===== config.mk =====
export PLATFORM = sky130hd
export DESIGN_NAME = ftc_mul
export DESIGN_NICKNAME = d
export VERILOG_FILES = /design/src/hdl/ftc_pkg.sv /design/src/hdl/ftc_mul.sv
export SDC_FILE = /design/constraint.sdc
export NUM_CORES = 2
export LEC_CHECK = 0
export BUFFER_PORTS_ARGS = -buffer_cell sky130_fd_sc_hd__buf_4
export CAP_MARGIN = 20
export CORE_MARGIN = 1
export CORE_UTILIZATION = 45
export CTS_BUF_LIST = sky130_fd_sc_hd__clkbuf_2
export DETAILED_ROUTE_END_ITERATION = 16
export GPL_TIMING_DRIVEN = 1
export SYNTH_ARGS = -nofsm -noshare
export SYNTH_HDL_FRONTEND = slang
export SYNTH_SLANG_ARGS = --single-unit

===== constraint.sdc =====
create_clock -name clock -period 13.7 [get_ports clock]
set_input_delay 1.37 -clock clock [delete_from_list [all_inputs] [get_ports clock]]
set_output_delay 1.37 -clock clock [all_outputs]
set_load 0.005 [all_outputs]

===== src/hdl/ftc_pkg.sv =====
// Package for the finite-time consensus follower: fixed-point widths
// and CSR index constants. No dependencies.
`timescale 1ns / 1ps
package ftc_pkg;
   localparam int FracBits = 24;
   localparam int WordBits = 32;
   localparam int CsrIdxBits = 3;
   localparam int CsrDataBits = 32;
   localparam logic [CsrIdxBits-1:0] CSR_GAIN_VEL = 3'd0;
   localparam logic [CsrIdxBits-1:0] CSR_GAIN_POS = 3'd1;
   localparam logic [CsrIdxBits-1:0] CSR_OFF_X    = 3'd2;
   localparam logic [CsrIdxBits-1:0] CSR_OFF_Y    = 3'd3;
   localparam logic [CsrIdxBits-1:0] CSR_OFF_Z    = 3'd4;
   localparam logic [CsrIdxBits-1:0] CSR_DT       = 3'd5;
   localparam logic [CsrIdxBits-1:0] CSR_LIMIT    = 3'd6;
endpackage


===== src/hdl/ftc_mul.sv =====
// Shared signed fixed-point multiplier, one product per cycle, registered,
// round half away from zero and saturate. Uses ftc_pkg.
`timescale 1ns / 1ps
module ftc_mul #(
   parameter int FRAC_BITS = ftc_pkg::FracBits,
   parameter int WORD_BITS = ftc_pkg::WordBits
) (
   input  logic                        clock,
   input  logic signed [WORD_BITS-1:0] a,
   input  logic signed [WORD_BITS-1:0] b,
   output logic signed [WORD_BITS-1:0] p
);
   localparam int PW = 2 * WORD_BITS;
   logic [WORD_BITS-1:0] ma, mb;
   logic [PW:0] prod, rnd;
   logic [PW:0] q;
   logic neg;
   logic signed [WORD_BITS-1:0] p_in;
   logic signed [WORD_BITS-1:0] p_ff;
   localparam logic [WORD_BITS-1:0] MaxMag = {1'b0, {(WORD_BITS-1){1'b1}}};
   always_comb begin
      ma = a[WORD_BITS-1] ? WORD_BITS'(-a) : WORD_BITS'(a);
      mb = b[WORD_BITS-1] ? WORD_BITS'(-b) : WORD_BITS'(b);
      neg = a[WORD_BITS-1] ^ b[WORD_BITS-1];
      prod = (PW+1)'(ma) * (PW+1)'(mb);
      rnd = prod + ((PW+1)'(1) << (FRAC_BITS - 1));
      q = rnd >> FRAC_BITS;
      if (neg) begin
         if (q > (PW+1)'(MaxMag) + 1) p_in = {1'b1, {(WORD_BITS-1){1'b0}}};
         else p_in = WORD_BITS'(-q);
      end else begin
         if (q > (PW+1)'(MaxMag)) p_in = MaxMag;
         else p_in = WORD_BITS'(q);
      end
   end
   always_ff @(posedge clock) p_ff <= p_in;
   assign p = p_ff;
endmodule


Word-level counts from Yosys, hierarchy flattened

Cells that the tools add are included.

Register bits: 32
Logic and storage cells: 14
Input port bits: 65
Output and inout bits: 32

Add/subtract/negate cells: 4
Bitwise gates (word level): 1
$lt $le $gt $ge: 2
Muxes and demuxes: 5
$mul: 1

Operators with widths:

| operator                                                                          | count |
|---|---|
| 32-bit two-way mux                                                                | 5 |
| 32-bit negator                                                                    | 3 |
| 64-bit by 24-bit adder with 65-bit output, second input constant                  | 1 |
| 32-bit by 32-bit multiplier with 64-bit output                                    | 1 |
| 41-bit by 31-bit greater-than comparator with 1-bit output, second input constant | 1 |
| 41-bit by 32-bit greater-than comparator with 1-bit output, second input constant | 1 |
| 1-bit bitwise XOR                                                                 | 1 |

Longest topological paths before layout

Depth in word-level cells: 7
Mapped depth: 46
Depth with buffers taken out: 40

Worst setup path before layout

OpenSTA, ideal clock, no wires.

Path type: in2reg
Start point: in b[0]
End point: reg p_ff[10] (netlist: p[10])
Setup slack: 1.353 ns
Data required time: 13.621 ns
Setup time: 0.079 ns
Stages: 37
Buffers on the path: 5
Data arrival time: 12.267 ns
Path through: inv_1 -> clkbuf_1 -> ha_1 -> nand2b_1 -> or3_1 -> or3_1 -> or4_1 -> or2_2 -> o31ai_1 -> xnor2_1 -> clkbuf_1 -> nand2_1 -> fa_1 -> fa_1 -> inv_1 -> fa_1 -> fa_1 -> fa_1 -> fa_1 -> fa_1 -> inv_1 -> fa_1 -> inv_1 -> ha_1 -> clkbuf_1 -> nand4_1 -> nor4_1 -> o211ai_1 -> and4_1 -> or3_1 -> buf_1 -> or4b_1 -> or3b_1 -> o31a_1 -> and2_1 -> buf_4 -> a211oi_2

Word-level cells in the longest chain between the ends: 7

Ends and longest elaborated chain:

| item                                                                               | RTL line                     | RTL |
|---|---|---|
| start: declaration                                                                 | ftc_mul.sv:10                | `input logic signed [WORD_BITS-1:0] b,` |
| 32-bit negator                                                                     | ftc_mul.sv:23                | `mb = b[WORD_BITS-1] ? WORD_BITS'(-b) : WORD_BITS'(b);` |
| 32-bit two-way mux (*)                                                             | ftc_mul.sv:23                |  |
| 32-bit by 32-bit multiplier with 64-bit output (*)                                 | ftc_mul.sv:25                | `prod = (PW+1)'(ma) * (PW+1)'(mb);` |
| 64-bit by 24-bit adder with 65-bit output (*)                                      | ftc_mul.sv:26                | `rnd = prod + ((PW+1)'(1) << (FRAC_BITS - 1));` |
| 41-bit by 31-bit greater-than comparator with 1-bit output (tied with other cells) | ftc_mul.sv:32                | `if (q > (PW+1)'(MaxMag)) p_in = MaxMag;` |
| 32-bit two-way mux (on tied branches)                                              | ftc_mul.sv:32, ftc_mul.sv:29 |  |
| 32-bit two-way mux (*)                                                             | ftc_mul.sv:28                | `if (neg) begin` |
| net p_in[10]                                                                       | ftc_mul.sv:18                | `logic signed [WORD_BITS-1:0] p_in;` |
| end signal: assignment                                                             | ftc_mul.sv:36                | `always_ff @(posedge clock) p_ff <= p_in;` |
| end: declaration                                                                   | ftc_mul.sv:19                | `logic signed [WORD_BITS-1:0] p_ff;` |

Mark *: on every way through the listed nets, which the timed path passes. The rest lies on a longest branch.

Worst setup path in the final report

Start point: in a[9]
End point: reg p_ff[10] (netlist: p[10])

Word-level cells in the longest chain between the ends: 7

Ends and longest elaborated chain:

| item                                                                               | RTL line                     | RTL |
|---|---|---|
| start: declaration                                                                 | ftc_mul.sv:9                 | `input logic signed [WORD_BITS-1:0] a,` |
| 32-bit negator                                                                     | ftc_mul.sv:22                | `ma = a[WORD_BITS-1] ? WORD_BITS'(-a) : WORD_BITS'(a);` |
| 32-bit two-way mux (*)                                                             | ftc_mul.sv:22                |  |
| 32-bit by 32-bit multiplier with 64-bit output (*)                                 | ftc_mul.sv:25                |  |
| 64-bit by 24-bit adder with 65-bit output (*)                                      | ftc_mul.sv:26                |  |
| 41-bit by 31-bit greater-than comparator with 1-bit output (tied with other cells) | ftc_mul.sv:32                |  |
| 32-bit two-way mux (on tied branches)                                              | ftc_mul.sv:32, ftc_mul.sv:29 |  |
| 32-bit two-way mux (*)                                                             | ftc_mul.sv:28                |  |
| net p_in[10]                                                                       | ftc_mul.sv:18                |  |

Marks and branches as above.

==> reports/qor.txt <==
Tmin final: 13.12 ns
FP Rows: 105
Hold Crit Class: in2reg
Number of synthesized flops with an enable pin: 0
Initial DRC count: 2687
Diode count: 0
Num CTS Buffers: 5
Total grt overflow: 0
Area of the multi-input gates: 0.0327 mm2
Clock sinks: 32
H-tree levels: 2
Total GRT Usage: 0.307
Vias in the first global route: 32353
Fin Hold WS: 1.88 ns
Synth Register Bits: 32
Drc violations: 0
Startpoint types: primary input
Clock transition at the registers of the reported paths: 0.18 ns
Final WL: 125000 um
Status: completed
CTS max path bufs: 2
Final Max Slew Viols: 0
Dpl cells: 5566
Drt pass-1 iters: 7
Post-route ant nets: 0
Post-CTS setup buffer count: 0
Period utilization: 0.957
Core ar.: 0.0820 mm2
I/O Buffers: 96
Die H: 290 um
Warnings from Yosys: 0
Mapped Nets: 5688
Largest net degree at the start of global routing: 37
Register area: 641 um2
Crit path max-delay cell type: fa_1
TNS Setup: 0 ns
I/O Pins: 97
Crit-path most repeated cell: fa_1
Area of the mapped netlist: 0.0372 mm2
Layout Nets: 5760
Final instance area: 0.0402 mm2
DIE AREA: 0.0839 mm2
Rel. slew slack: 0.266
# Max-Cap Violations: 0
Max reg flops: 32
Type of the worst setup path: in2reg
RePlAce Congestion: 1.01
Fillers: 8103
Ys flop type: dfxtp_1
CP max stage delay: 0.63 ns
Hpwl dp: 106000 um
Syn Inst Count: 4431
First-pass GRT wire length: 194000 um
RSZ-0062 raised after global routing: false
Fmax: 76.2 MHz
Register area share after synthesis: 0.0172
Initial antenna violation count: 0
Hold-fix buffers at CTS: 0
Vias per cell: 5.64
Worst Path Arrival: 13.40 ns
Area Growth Syn to Fin: 8.06%
Routed len/inst: 22.3 um
Top cells by area, synth: fa_1 (48%), ha_1 (9.9%), inv_1 (9.2%)
Vias: 31428
Fin. Hold Viols: 0
Crit Path Max Fanout: 13
Post-route insts no fill: 5574
CTS tree: built
Die X: 290 um
Placed inst area: 0.0402 mm2
Post-synth top area cell: fa_1
Worst setup EP type: flip-flop
Measured slew at the worst slew-check pin: 1.10 ns
CTS resizes: 0
Share of the synthesized area in the top cell type: 0.483
Async SR Flop Fraction: 0
Clock root buffer: clkbuf_2
Synth unique cells: 84
Share of cells above drive strength 1: 0.0790
Hold depth: 4
Final setup viols: 0
Req. time, crit path: 13.99 ns
Starting Density: 0.454
Syn_area_per_cell: 8.40 um2
[per-layer routing]
metal	vias up	part of all wire	track usage	wire length, um
met1	16121	0.40	0.409	49400
li1	13666	-	-	-
met4	0	0.047	0.117	5880
met3	256	0.079	0.0402	9800
met2	1385	0.48	0.510	59400
met5	-	0	0	0
[cell families after synthesis]
logic type	synth area share
XOR/XNOR	0.0337
multiplexers	0.00370
flip-flops	0.0172
buffers and inverters	0.113
AND/OR/NAND/NOR	0.174
AO/OA/AOI/OAI	0.0762
adder cells (fa/ha/maj)	0.582
[cell type report]
type / count / area share
Clock inverter: 2 / 0.000871
Timing Repair Buffer: 265 / 0.0496
Tap cell: 1070 / 0.0333
Clock buffer: 6 / 0.000747
Multi-Input combinational cell: 3283 / 0.814
Inverter: 916 / 0.0855
Sequential cell: 32 / 0.0159
[synthesized netlist by cell type, types with 20 or more instances]
cell type	number
a21o_1	21
a21oi_1	114
and2_1	31
clkbuf_1	181
dfxtp_1	32
fa_1	898
ha_1	294
inv_1	916
nand2_1	549
nand3_1	39
nand4_1	43
nor2_1	675
nor3_1	42
nor4_1	22
o21a_1	20
o21ai_0	76
o31ai_1	21
or3_1	27
xnor2_1	74
xor2_1	69
[per-stage QoR]
stage	util	setup slack, ns
after floorplan	-	1.35
after global placement	0.490	0.481
after detailed placement	0.490	0.395
after CTS	0.491	0.727
after global routing	0.491	0.0443
final	0.491	0.585
[worst paths after layout]
check / startpoint / to / slack (ns)
hold / removal: b[31] / p[2] / 1.88
setup / recovery: a[9] / p[10] / 0.58
[critical path, delay by kind of cell]
kind / cells / cell delay (ns)
simple gates: 14 / 5.20
compound gates: 3 / 1.16
buf+inv: 8 / 0.81
fa+ha+maj: 9 / 4.59
xor+xnor: 1 / 0.25
[placed cells by master, fill, tap and decap left out, types with 7 or more instances in the layout]
cell,instances
o31ai_1,21
nand3_1,39
mux2i_1,8
o21a_1,20
o31a_1,13
o21ai_0,75
a21oi_1,114
a211oi_1,15
nand2b_1,16
a211oi_2,7
xor2_1,53
nand4_1,43
ha_1,294
and3_1,11
xor2_2,14
or3_1,27
or4_1,15
nor3_1,42
a31oi_1,8
fa_1,898
and2_1,31
buf_4,264
o21bai_1,9
o211ai_1,15
inv_1,916
o41ai_1,8
xnor2_1,45
and4_1,12
nor4_1,22
nor2_1,675
or2_2,10
dfxtp_1,32
a21o_1,21
nand2_1,549
xnor2_2,29
Power is not shown: default switching activity piles up to over one toggle a cycle in this logic, so the estimate is an artifact.
