--- src/hdl/ftc_pkg.sv ---
// Package for the finite-time consensus follower: fixed-point widths
// and CSR index constants. No dependencies.
`timescale 1ns / 1ps
package ftc_pkg;
   localparam int FracBits = 24;
   localparam int WordBits = 32;
   localparam int CsrIdxBits = 3;
   localparam int CsrDataBits = 32;
   localparam logic [CsrIdxBits-1:0] CSR_GAIN_VEL = 3'd0;
   localparam logic [CsrIdxBits-1:0] CSR_GAIN_POS = 3'd1;
   localparam logic [CsrIdxBits-1:0] CSR_OFF_X    = 3'd2;
   localparam logic [CsrIdxBits-1:0] CSR_OFF_Y    = 3'd3;
   localparam logic [CsrIdxBits-1:0] CSR_OFF_Z    = 3'd4;
   localparam logic [CsrIdxBits-1:0] CSR_DT       = 3'd5;
   localparam logic [CsrIdxBits-1:0] CSR_LIMIT    = 3'd6;
endpackage

--- src/hdl/ftc_cbrt.sv ---
// Iterative integer cube root for Q-format magnitudes: one result bit per
// pass through SQ, CL and CU on one shared RB x RB multiplier. Uses ftc_pkg.
`timescale 1ns / 1ps
module ftc_cbrt #(
   parameter int FRAC_BITS = ftc_pkg::FracBits,
   parameter int WORD_BITS = ftc_pkg::WordBits
) (
   input  logic                        clock,
   input  logic                        reset,
   input  logic                        start,
   input  logic signed [WORD_BITS-1:0] e,
   output logic                        done,
   output logic signed [WORD_BITS-1:0] r
);
   // radicand = |e| << 2F; root up to (W + 2F + 2)/3 + 1 bits
   localparam int NW = WORD_BITS + 2 * FRAC_BITS;
   localparam int RB = (NW + 2) / 3 + 1;
   localparam int BW = $clog2(RB + 1);
   typedef enum logic [2:0] {IDLE, SQ, CL, CU, FIN} st_type;
   st_type st_ff;
   logic [BW-1:0] bit_ff;
   logic [RB-1:0] root_ff, cand, mul_a;
   logic [2*RB-1:0] sq_ff, pl_ff, prod;
   logic [3*RB-1:0] cube;
   logic [NW-1:0] n_ff;
   logic neg_ff;
   logic [WORD_BITS-1:0] mag;
   logic signed [WORD_BITS-1:0] r_ff;
   logic done_ff;
   localparam logic [RB-1:0] MaxMag = RB'({(WORD_BITS-1){1'b1}});
   // cand^3 = cand * cand, then low and high halves of square times cand
   always_comb begin
      mag = e[WORD_BITS-1] ? WORD_BITS'(-e) : WORD_BITS'(e);
      cand = root_ff | (RB'(1) << bit_ff);
      mul_a = (st_ff == SQ) ? cand : (st_ff == CL) ? sq_ff[RB-1:0] : sq_ff[2*RB-1:RB];
      prod = (2*RB)'(mul_a) * (2*RB)'(cand);
      cube = ((3*RB)'(prod) << RB) + (3*RB)'(pl_ff);
   end
   always_ff @(posedge clock) begin
      done_ff <= 1'b0;
      if (reset) begin
         st_ff <= IDLE;
      end else begin
         unique case (st_ff)
            IDLE: if (start) begin
               n_ff <= NW'(mag) << (2 * FRAC_BITS);
               neg_ff <= e[WORD_BITS-1];
               root_ff <= '0;
               bit_ff <= BW'(RB - 1);
               st_ff <= SQ;
            end
            SQ: begin
               sq_ff <= prod;
               st_ff <= CL;
            end
            CL: begin
               pl_ff <= prod;
               st_ff <= CU;
            end
            CU: begin
               if (cube <= (3*RB)'(n_ff)) root_ff <= cand;
               if (bit_ff == '0) st_ff <= FIN;
               else begin
                  bit_ff <= bit_ff - 1'b1;
                  st_ff <= SQ;
               end
            end
            FIN: begin
               if (neg_ff)
                  r_ff <= (root_ff > MaxMag) ? {1'b1, {(WORD_BITS-1){1'b0}}}
                                             : -WORD_BITS'(root_ff);
               else
                  r_ff <= (root_ff > MaxMag) ? WORD_BITS'(MaxMag) : WORD_BITS'(root_ff);
               done_ff <= 1'b1;
               st_ff <= IDLE;
            end
            default: st_ff <= IDLE;
         endcase
      end
   end
   assign done = done_ff;
   assign r = r_ff;
endmodule

--- config.mk ---
export PLATFORM = sky130hd
export DESIGN_NAME = ftc_cbrt
export DESIGN_NICKNAME = d
export VERILOG_FILES = /design/src/hdl/ftc_pkg.sv /design/src/hdl/ftc_cbrt.sv
export SDC_FILE = /design/constraint.sdc
export NUM_CORES = 2
export LEC_CHECK = 0
export BUFFER_PORTS_ARGS = -buffer_cell sky130_fd_sc_hd__clkbuf_2
export CELL_PAD_IN_SITES_DETAIL_PLACEMENT = 0
export CELL_PAD_IN_SITES_GLOBAL_PLACEMENT = 2
export CORE_MARGIN = 5
export CORE_UTILIZATION = 43
export DETAILED_ROUTE_END_ITERATION = 8
export HOLD_SLACK_MARGIN = 0.1
export PLACE_DENSITY_LB_ADDON = 0.1
export SYNTH_ARGS = -nofsm -noshare
export SYNTH_HDL_FRONTEND = slang
export SYNTH_SLANG_ARGS = --single-unit
--- constraint.sdc ---
create_clock -name clock -period 15.5 [get_ports clock]
set_input_delay 2.325 -clock clock [delete_from_list [all_inputs] [get_ports clock]]
set_output_delay 2.325 -clock clock [all_outputs]
set_load 0.01 [all_outputs]
[Yosys cells after proc, flatten, opt, wreduce, memory -nomap -nowiden]
Cells that the tools add are included.
Word-level totals
  output and inout bits: 33
  flip-flop bits (word level): 214
Cells by class
  add/sub/neg operators: 4
  magnitude comparators: 2
  multiplexer cells: 16
  equality and inequality tests: 7
  multiply operators: 1
  bitwise operators: 2
  reductions and logical operators: 9
  shift operators: 1
Operators by type and width (number)
  28-bit 2-to-1 mux: 5
  84-bit by 56-bit adder with 84-bit output: 1
  84-bit by 80-bit <= comparator with 1-bit output: 1
  32-bit 2-to-1 mux: 2
  28-bit by 28-bit multiplier with 56-bit output: 1
  28-bit one-hot mux with 2 select lines: 1
  28-bit negation with 32-bit output: 1
  32-bit negation: 1
  31-bit 2-to-1 mux: 1
  28-bit greater-than comparator, second input constant: 1
  28-bit bitwise OR: 1
  1-bit by 5-bit << shifter with 28-bit output, first input constant: 1
  3-bit one-hot mux with 4 select lines: 1
  5-bit 2-to-1 mux: 2
  5-bit one-hot mux with 2 select lines: 1
  4-bit AND reduction: 2
  3-bit by 2-bit == test with 1-bit output, second input constant: 2
  3-bit 2-to-1 mux: 2
  2-bit != test, second input constant: 3
  2-bit AND reduction: 3
  5-bit logical NOT: 1
  5-bit by 1-bit subtractor with 5-bit output, second input constant: 1
  3-bit by 1-bit == test with 1-bit output, second input constant: 1
  3-bit == test, second input constant: 1
  5 further kinds: 5

[Logic depth before layout (Yosys ltp)]
  depth in word-level cells: 8
  depth in mapped cells: 53
  mapped depth without buffers: 50

[Worst setup path after synthesis]
OpenSTA, ideal clock, no wires.
  path type: flip-flop to flip-flop
  start point: register st_ff[1]
  end point: register root_ff[0], enable pin
  path slack: 2.521 ns
  data required time: 15.077 ns
  setup time: 0.423 ns
  arrival: 12.556 ns
  buffers on the path: 6
  clock period less this slack: 12.979 ns
  cell stages (with the launch flop): 52
  cell sequence: dfxtp_1 > clkbuf_1 > nor3b_1 > clkbuf_1 > clkbuf_1 > buf_1 > a211oi_1 > a21oi_1 > clkbuf_1 > nand2_1 > fa_1 > fa_1 > inv_1 > fa_1 > inv_1 > fa_1 > inv_1 > fa_1 > [16 not listed] > and3_1 > a21oi_1 > and3_1 > and2b_1 > nand2_1 > nor4_2 > xor2_1 > ha_1 > nand4_1 > nor3_1 > nand2_1 > a211oi_1 > nand4_1 > nor4_1 > nand4_1 > o21ai_0 > o211ai_1 > o22ai_1
On the way
  cells in the longest elaborated chain, start to end: 8
Ends and longest elaborated chain
  start: declaration: line ftc_cbrt.sv:20  | st_type st_ff;
  start signal: assignment: line ftc_cbrt.sv:42  | st_ff <= IDLE;
  start signal: assignment: line ftc_cbrt.sv:50  | st_ff <= SQ;
  start signal: assignment: line ftc_cbrt.sv:54  | st_ff <= CL;
  3-bit by 2-bit == test with 1-bit output: line ftc_cbrt.sv:35  | mul_a = (st_ff == SQ) ? cand : (st_ff == CL) ? sq_ff[RB-1:0] : sq_ff[2*RB-1:RB];
  28-bit 2-to-1 mux: line ftc_cbrt.sv:35
  28-bit 2-to-1 mux *: line ftc_cbrt.sv:35
  28-bit by 28-bit multiplier with 56-bit output *: line ftc_cbrt.sv:36  | prod = (2*RB)'(mul_a) * (2*RB)'(cand);
  net prod[25]: line ftc_cbrt.sv:23  | logic [2*RB-1:0] sq_ff, pl_ff, prod;
  84-bit by 56-bit adder with 84-bit output *: line ftc_cbrt.sv:37  | cube = ((3*RB)'(prod) << RB) + (3*RB)'(pl_ff);
  84-bit by 80-bit <= comparator with 1-bit output *: line ftc_cbrt.sv:61  | if (cube <= (3*RB)'(n_ff)) root_ff <= cand;
  2-bit != test (no source line) *
  4-bit AND reduction (no source line) *
  end signal: assignment: line ftc_cbrt.sv:61
  end: declaration: line ftc_cbrt.sv:22  | logic [RB-1:0] root_ff, cand, mul_a;
Mark *: on every way through the listed nets, which the timed path passes. The rest lies on a longest branch.
A chain may end at the register's enable or synchronous reset.

[Worst setup path in the final report]
  start point: register st_ff[1]
  end point: register root_ff[25], enable pin
The elaborated chain is that of the path after synthesis.

==> flow_summary.yaml <==
global_routing:
  grt_pass1_wl_mm: 199.1
  track_usage_pct: 28.57
  grt_overflow: 0
  antenna_found_initial: 3
  first_global_vias: 29530
  grt_max_degree: 86
job:
  drv_cap: 0
logic_synthesis:
  syn-cell-area_sq_um: 37330
  yosys_most_used_dff: "edfxtp_1"
  yosys_warnings: 0
  async_flop_share_pct: 0
  synth_edf_count: 210
  synthCells: 4085
  ys_types: 79
  yosysTopAreaCellShare_pct: 36.19
  synth_fp_nets: 5073
  synth_top_area_cell: "fa_1"
  yosysMostFrequentCell: "inv_1"
  syn_area_per_cell_sq_um: 9.139
  synth.ff_latch_count: 214
  yosysSeqAreaShare_pct: 17.11
  synth_common_cells: "inv_1, fa_1, nor2_1, nand2_1, ha_1"
  synth_area_leaders: "fa_1, edfxtp_1, ha_1, inv_1, nor2_1"
place:
  hpwl_mm: 110.3
  gp_congestion: 0.9617
  pre_cts_ws_ns: 1.348
  dpl_cell_area_sq_um: 39300
  port_buffers: 67
die:
  die_y_microns: 304.7
  initial_utilization_pct: 43.17
  io_pins: 68
  rows: 108
  die_area_sq_um: 92820
  core_sq_um: 86480
  dieWidth_microns: 304.7
routing:
  met3_length_mm: 10.12
  viasPerCell: 5.453
  drt_first_iter_violations: 2544
  drtAntennaViolNets: 0
  wl_met1_mm: 59.64
  drc: 0
  met2_length_mm: 58.28
  drt_pre_antenna_iters: 7
  wl_per_cell_microns: 25.16
  routed.top_layer: "met4"
  wirelength_mm: 132.4
  num_vias: 28700
timing:
  relSlewSlack_pct: 18.09
  setup_violations: 0
  rsz0062_at_grt: "no"
  period_share_pct: 93.14
  slew_viol_final: 0
  worst_slack_ns: 1.063
  worst_pin_slew_ns: 1.221
  fin_setup_tns_ns: 0
  hold_viol: 0
  final_period_minus_worst_setup_slack_ns: 14.44
  fmax_mhz: 69.26
  clock_skew_ns: 0.01814
clocking:
  cts_setup_buffers: 0
  cts_inserted_buffers: 27
  clockRootBuffer: "clkbuf_16"
  cts_tree: "done"
  cts_resized: 0
  clk_pin_slew_ns: 0.07
  cts_max_path_buffers: 3
  clkSinkCount: 214
  ctsHoldBuffers: 0
  htreeDepth: 1
  clk-insertion-delay-late_ns: 0.58
finish:
  nNetsFinal: 5076
  fin_util_pct: 46.45
  final_area_sq_um: 40170
  drive_gt1_share_pct: 6.915
  syn2layout_area_growth_pct: 7.597
  fillers: 8526
worst_setup_path:
  cp-end-kind: "register"
  crit_slowest_cell: "a211oi_1"
  crit_arrival_ns: 14.66
  crit_path_frequent_cell: "fa_1"
  cpPeakStageDelay_ns: 0.94
  startpoint_type: "register"
  reg2reg_depth: 46
  critPathRequiredTime_ns: 15.72
  critPathKind: "reg -> reg"
  reg2reg_from: "st_ff[1]"
  worst_r2r_endpoint: "root_ff[25]"
  crit_fanout: 57
  r2r_slack_ns: 1.06
outcome:
  status: "complete, no violations"
worst_hold_path:
  worst_hold_path.endpoint: "done"
  hp-class: "reg -> reg"
  min_path_cells: 1
  worstHoldStart: "st_ff[2]"
## through the flow
| stage | hold slack (ns) | instances |
|---|---|---|
| 2_1_floorplan | 0.4888 | 4085 |
| 3_3_place_gp | 0.5865 | 5214 |
| 3_5_place_dp | 0.5834 | 5214 |
| 4_1_cts | 0.5843 | 5262 |
| 5_1_grt | 0.6048 | 5262 |
| 6_report | 0.5915 | 5263 |
## cell usage in the layout (no fill, tap or decap), types with 27 or more instances in the layout
| cell type | n |
|---|---|
| edfxtp_1 | 210 |
| nand3_1 | 38 |
| clkbuf_16 | 27 |
| a21oi_1 | 135 |
| fa_1 | 675 |
| ha_1 | 278 |
| a211oi_1 | 42 |
| a21o_1 | 86 |
| inv_1 | 783 |
| nor2_1 | 514 |
| clkbuf_2 | 67 |
| xnor2_1 | 105 |
| nand2_1 | 482 |
| nor2b_1 | 40 |
| buf_4 | 96 |
| nor3_1 | 31 |
| xor2_1 | 37 |
| o21ai_0 | 89 |
## routing by layer
metal  up-vias  GRT usage, %
li1      12840             -
met3       176         4.902
met2      1005         43.71
met4         0         7.764
met5         -             0
met1     14680         42.31
## worst max-delay path: cells and delay by family, from the launching register on
| kind | cells | cell delay (ns) |
|---|---|---|
| xor+xnor | 2 | 0.50 |
| fa+ha+maj | 10 | 4.55 |
| simple gates | 14 | 3.01 |
| compound gates | 14 | 4.42 |
| buf+inv | 6 | 0.89 |
| flops | 1 | 0.53 |
## logic make-up after synthesis
kind of cell | synth area share, %
AO/OA/AOI/OAI | 9.028
XOR/XNOR | 3.462
flip-flops | 17.11
AND/OR/NAND/NOR | 14.86
buffers and inverters | 9.843
adder cells (fa/ha/maj) | 45.51
multiplexers | 0.1944
## sequential cells by signal, summed over array words and instances (netlist names)
name     cells
n_ff        32
r           32
st_ff        3
bit_ff       5
pl_ff       56
root_ff     28
sq_ff       56
done         1
neg_ff       1
## worst max path at each step
stage / start / endpoint / depth (start not counted)
3_3_place_gp: st_ff[1] / root_ff[24] / 46
3_5_place_dp: st_ff[1] / root_ff[26] / 46
2_1_floorplan: st_ff[1] / root_ff[0] / 51
6_report: st_ff[1] / root_ff[25] / 46
5_1_grt: st_ff[1] / root_ff[27] / 46
4_1_cts: st_ff[1] / root_ff[25] / 46
## final cells by class
cell class	instances	area (sq um)	share of cell area, %
clock inverter	19	190.2	0.4734
sequential	214	6386	15.90
timing repair buffer	165	1096	2.728
multi-input combinational	2897	27430	68.28
tap	1155	1445	3.597
clock buffer	29	683.2	1.701
antenna	1	2.502	0.006229
inverter	783	2939	7.316
Power is not shown: default switching activity piles up to over one toggle a cycle in this logic, so the estimate is an artifact.
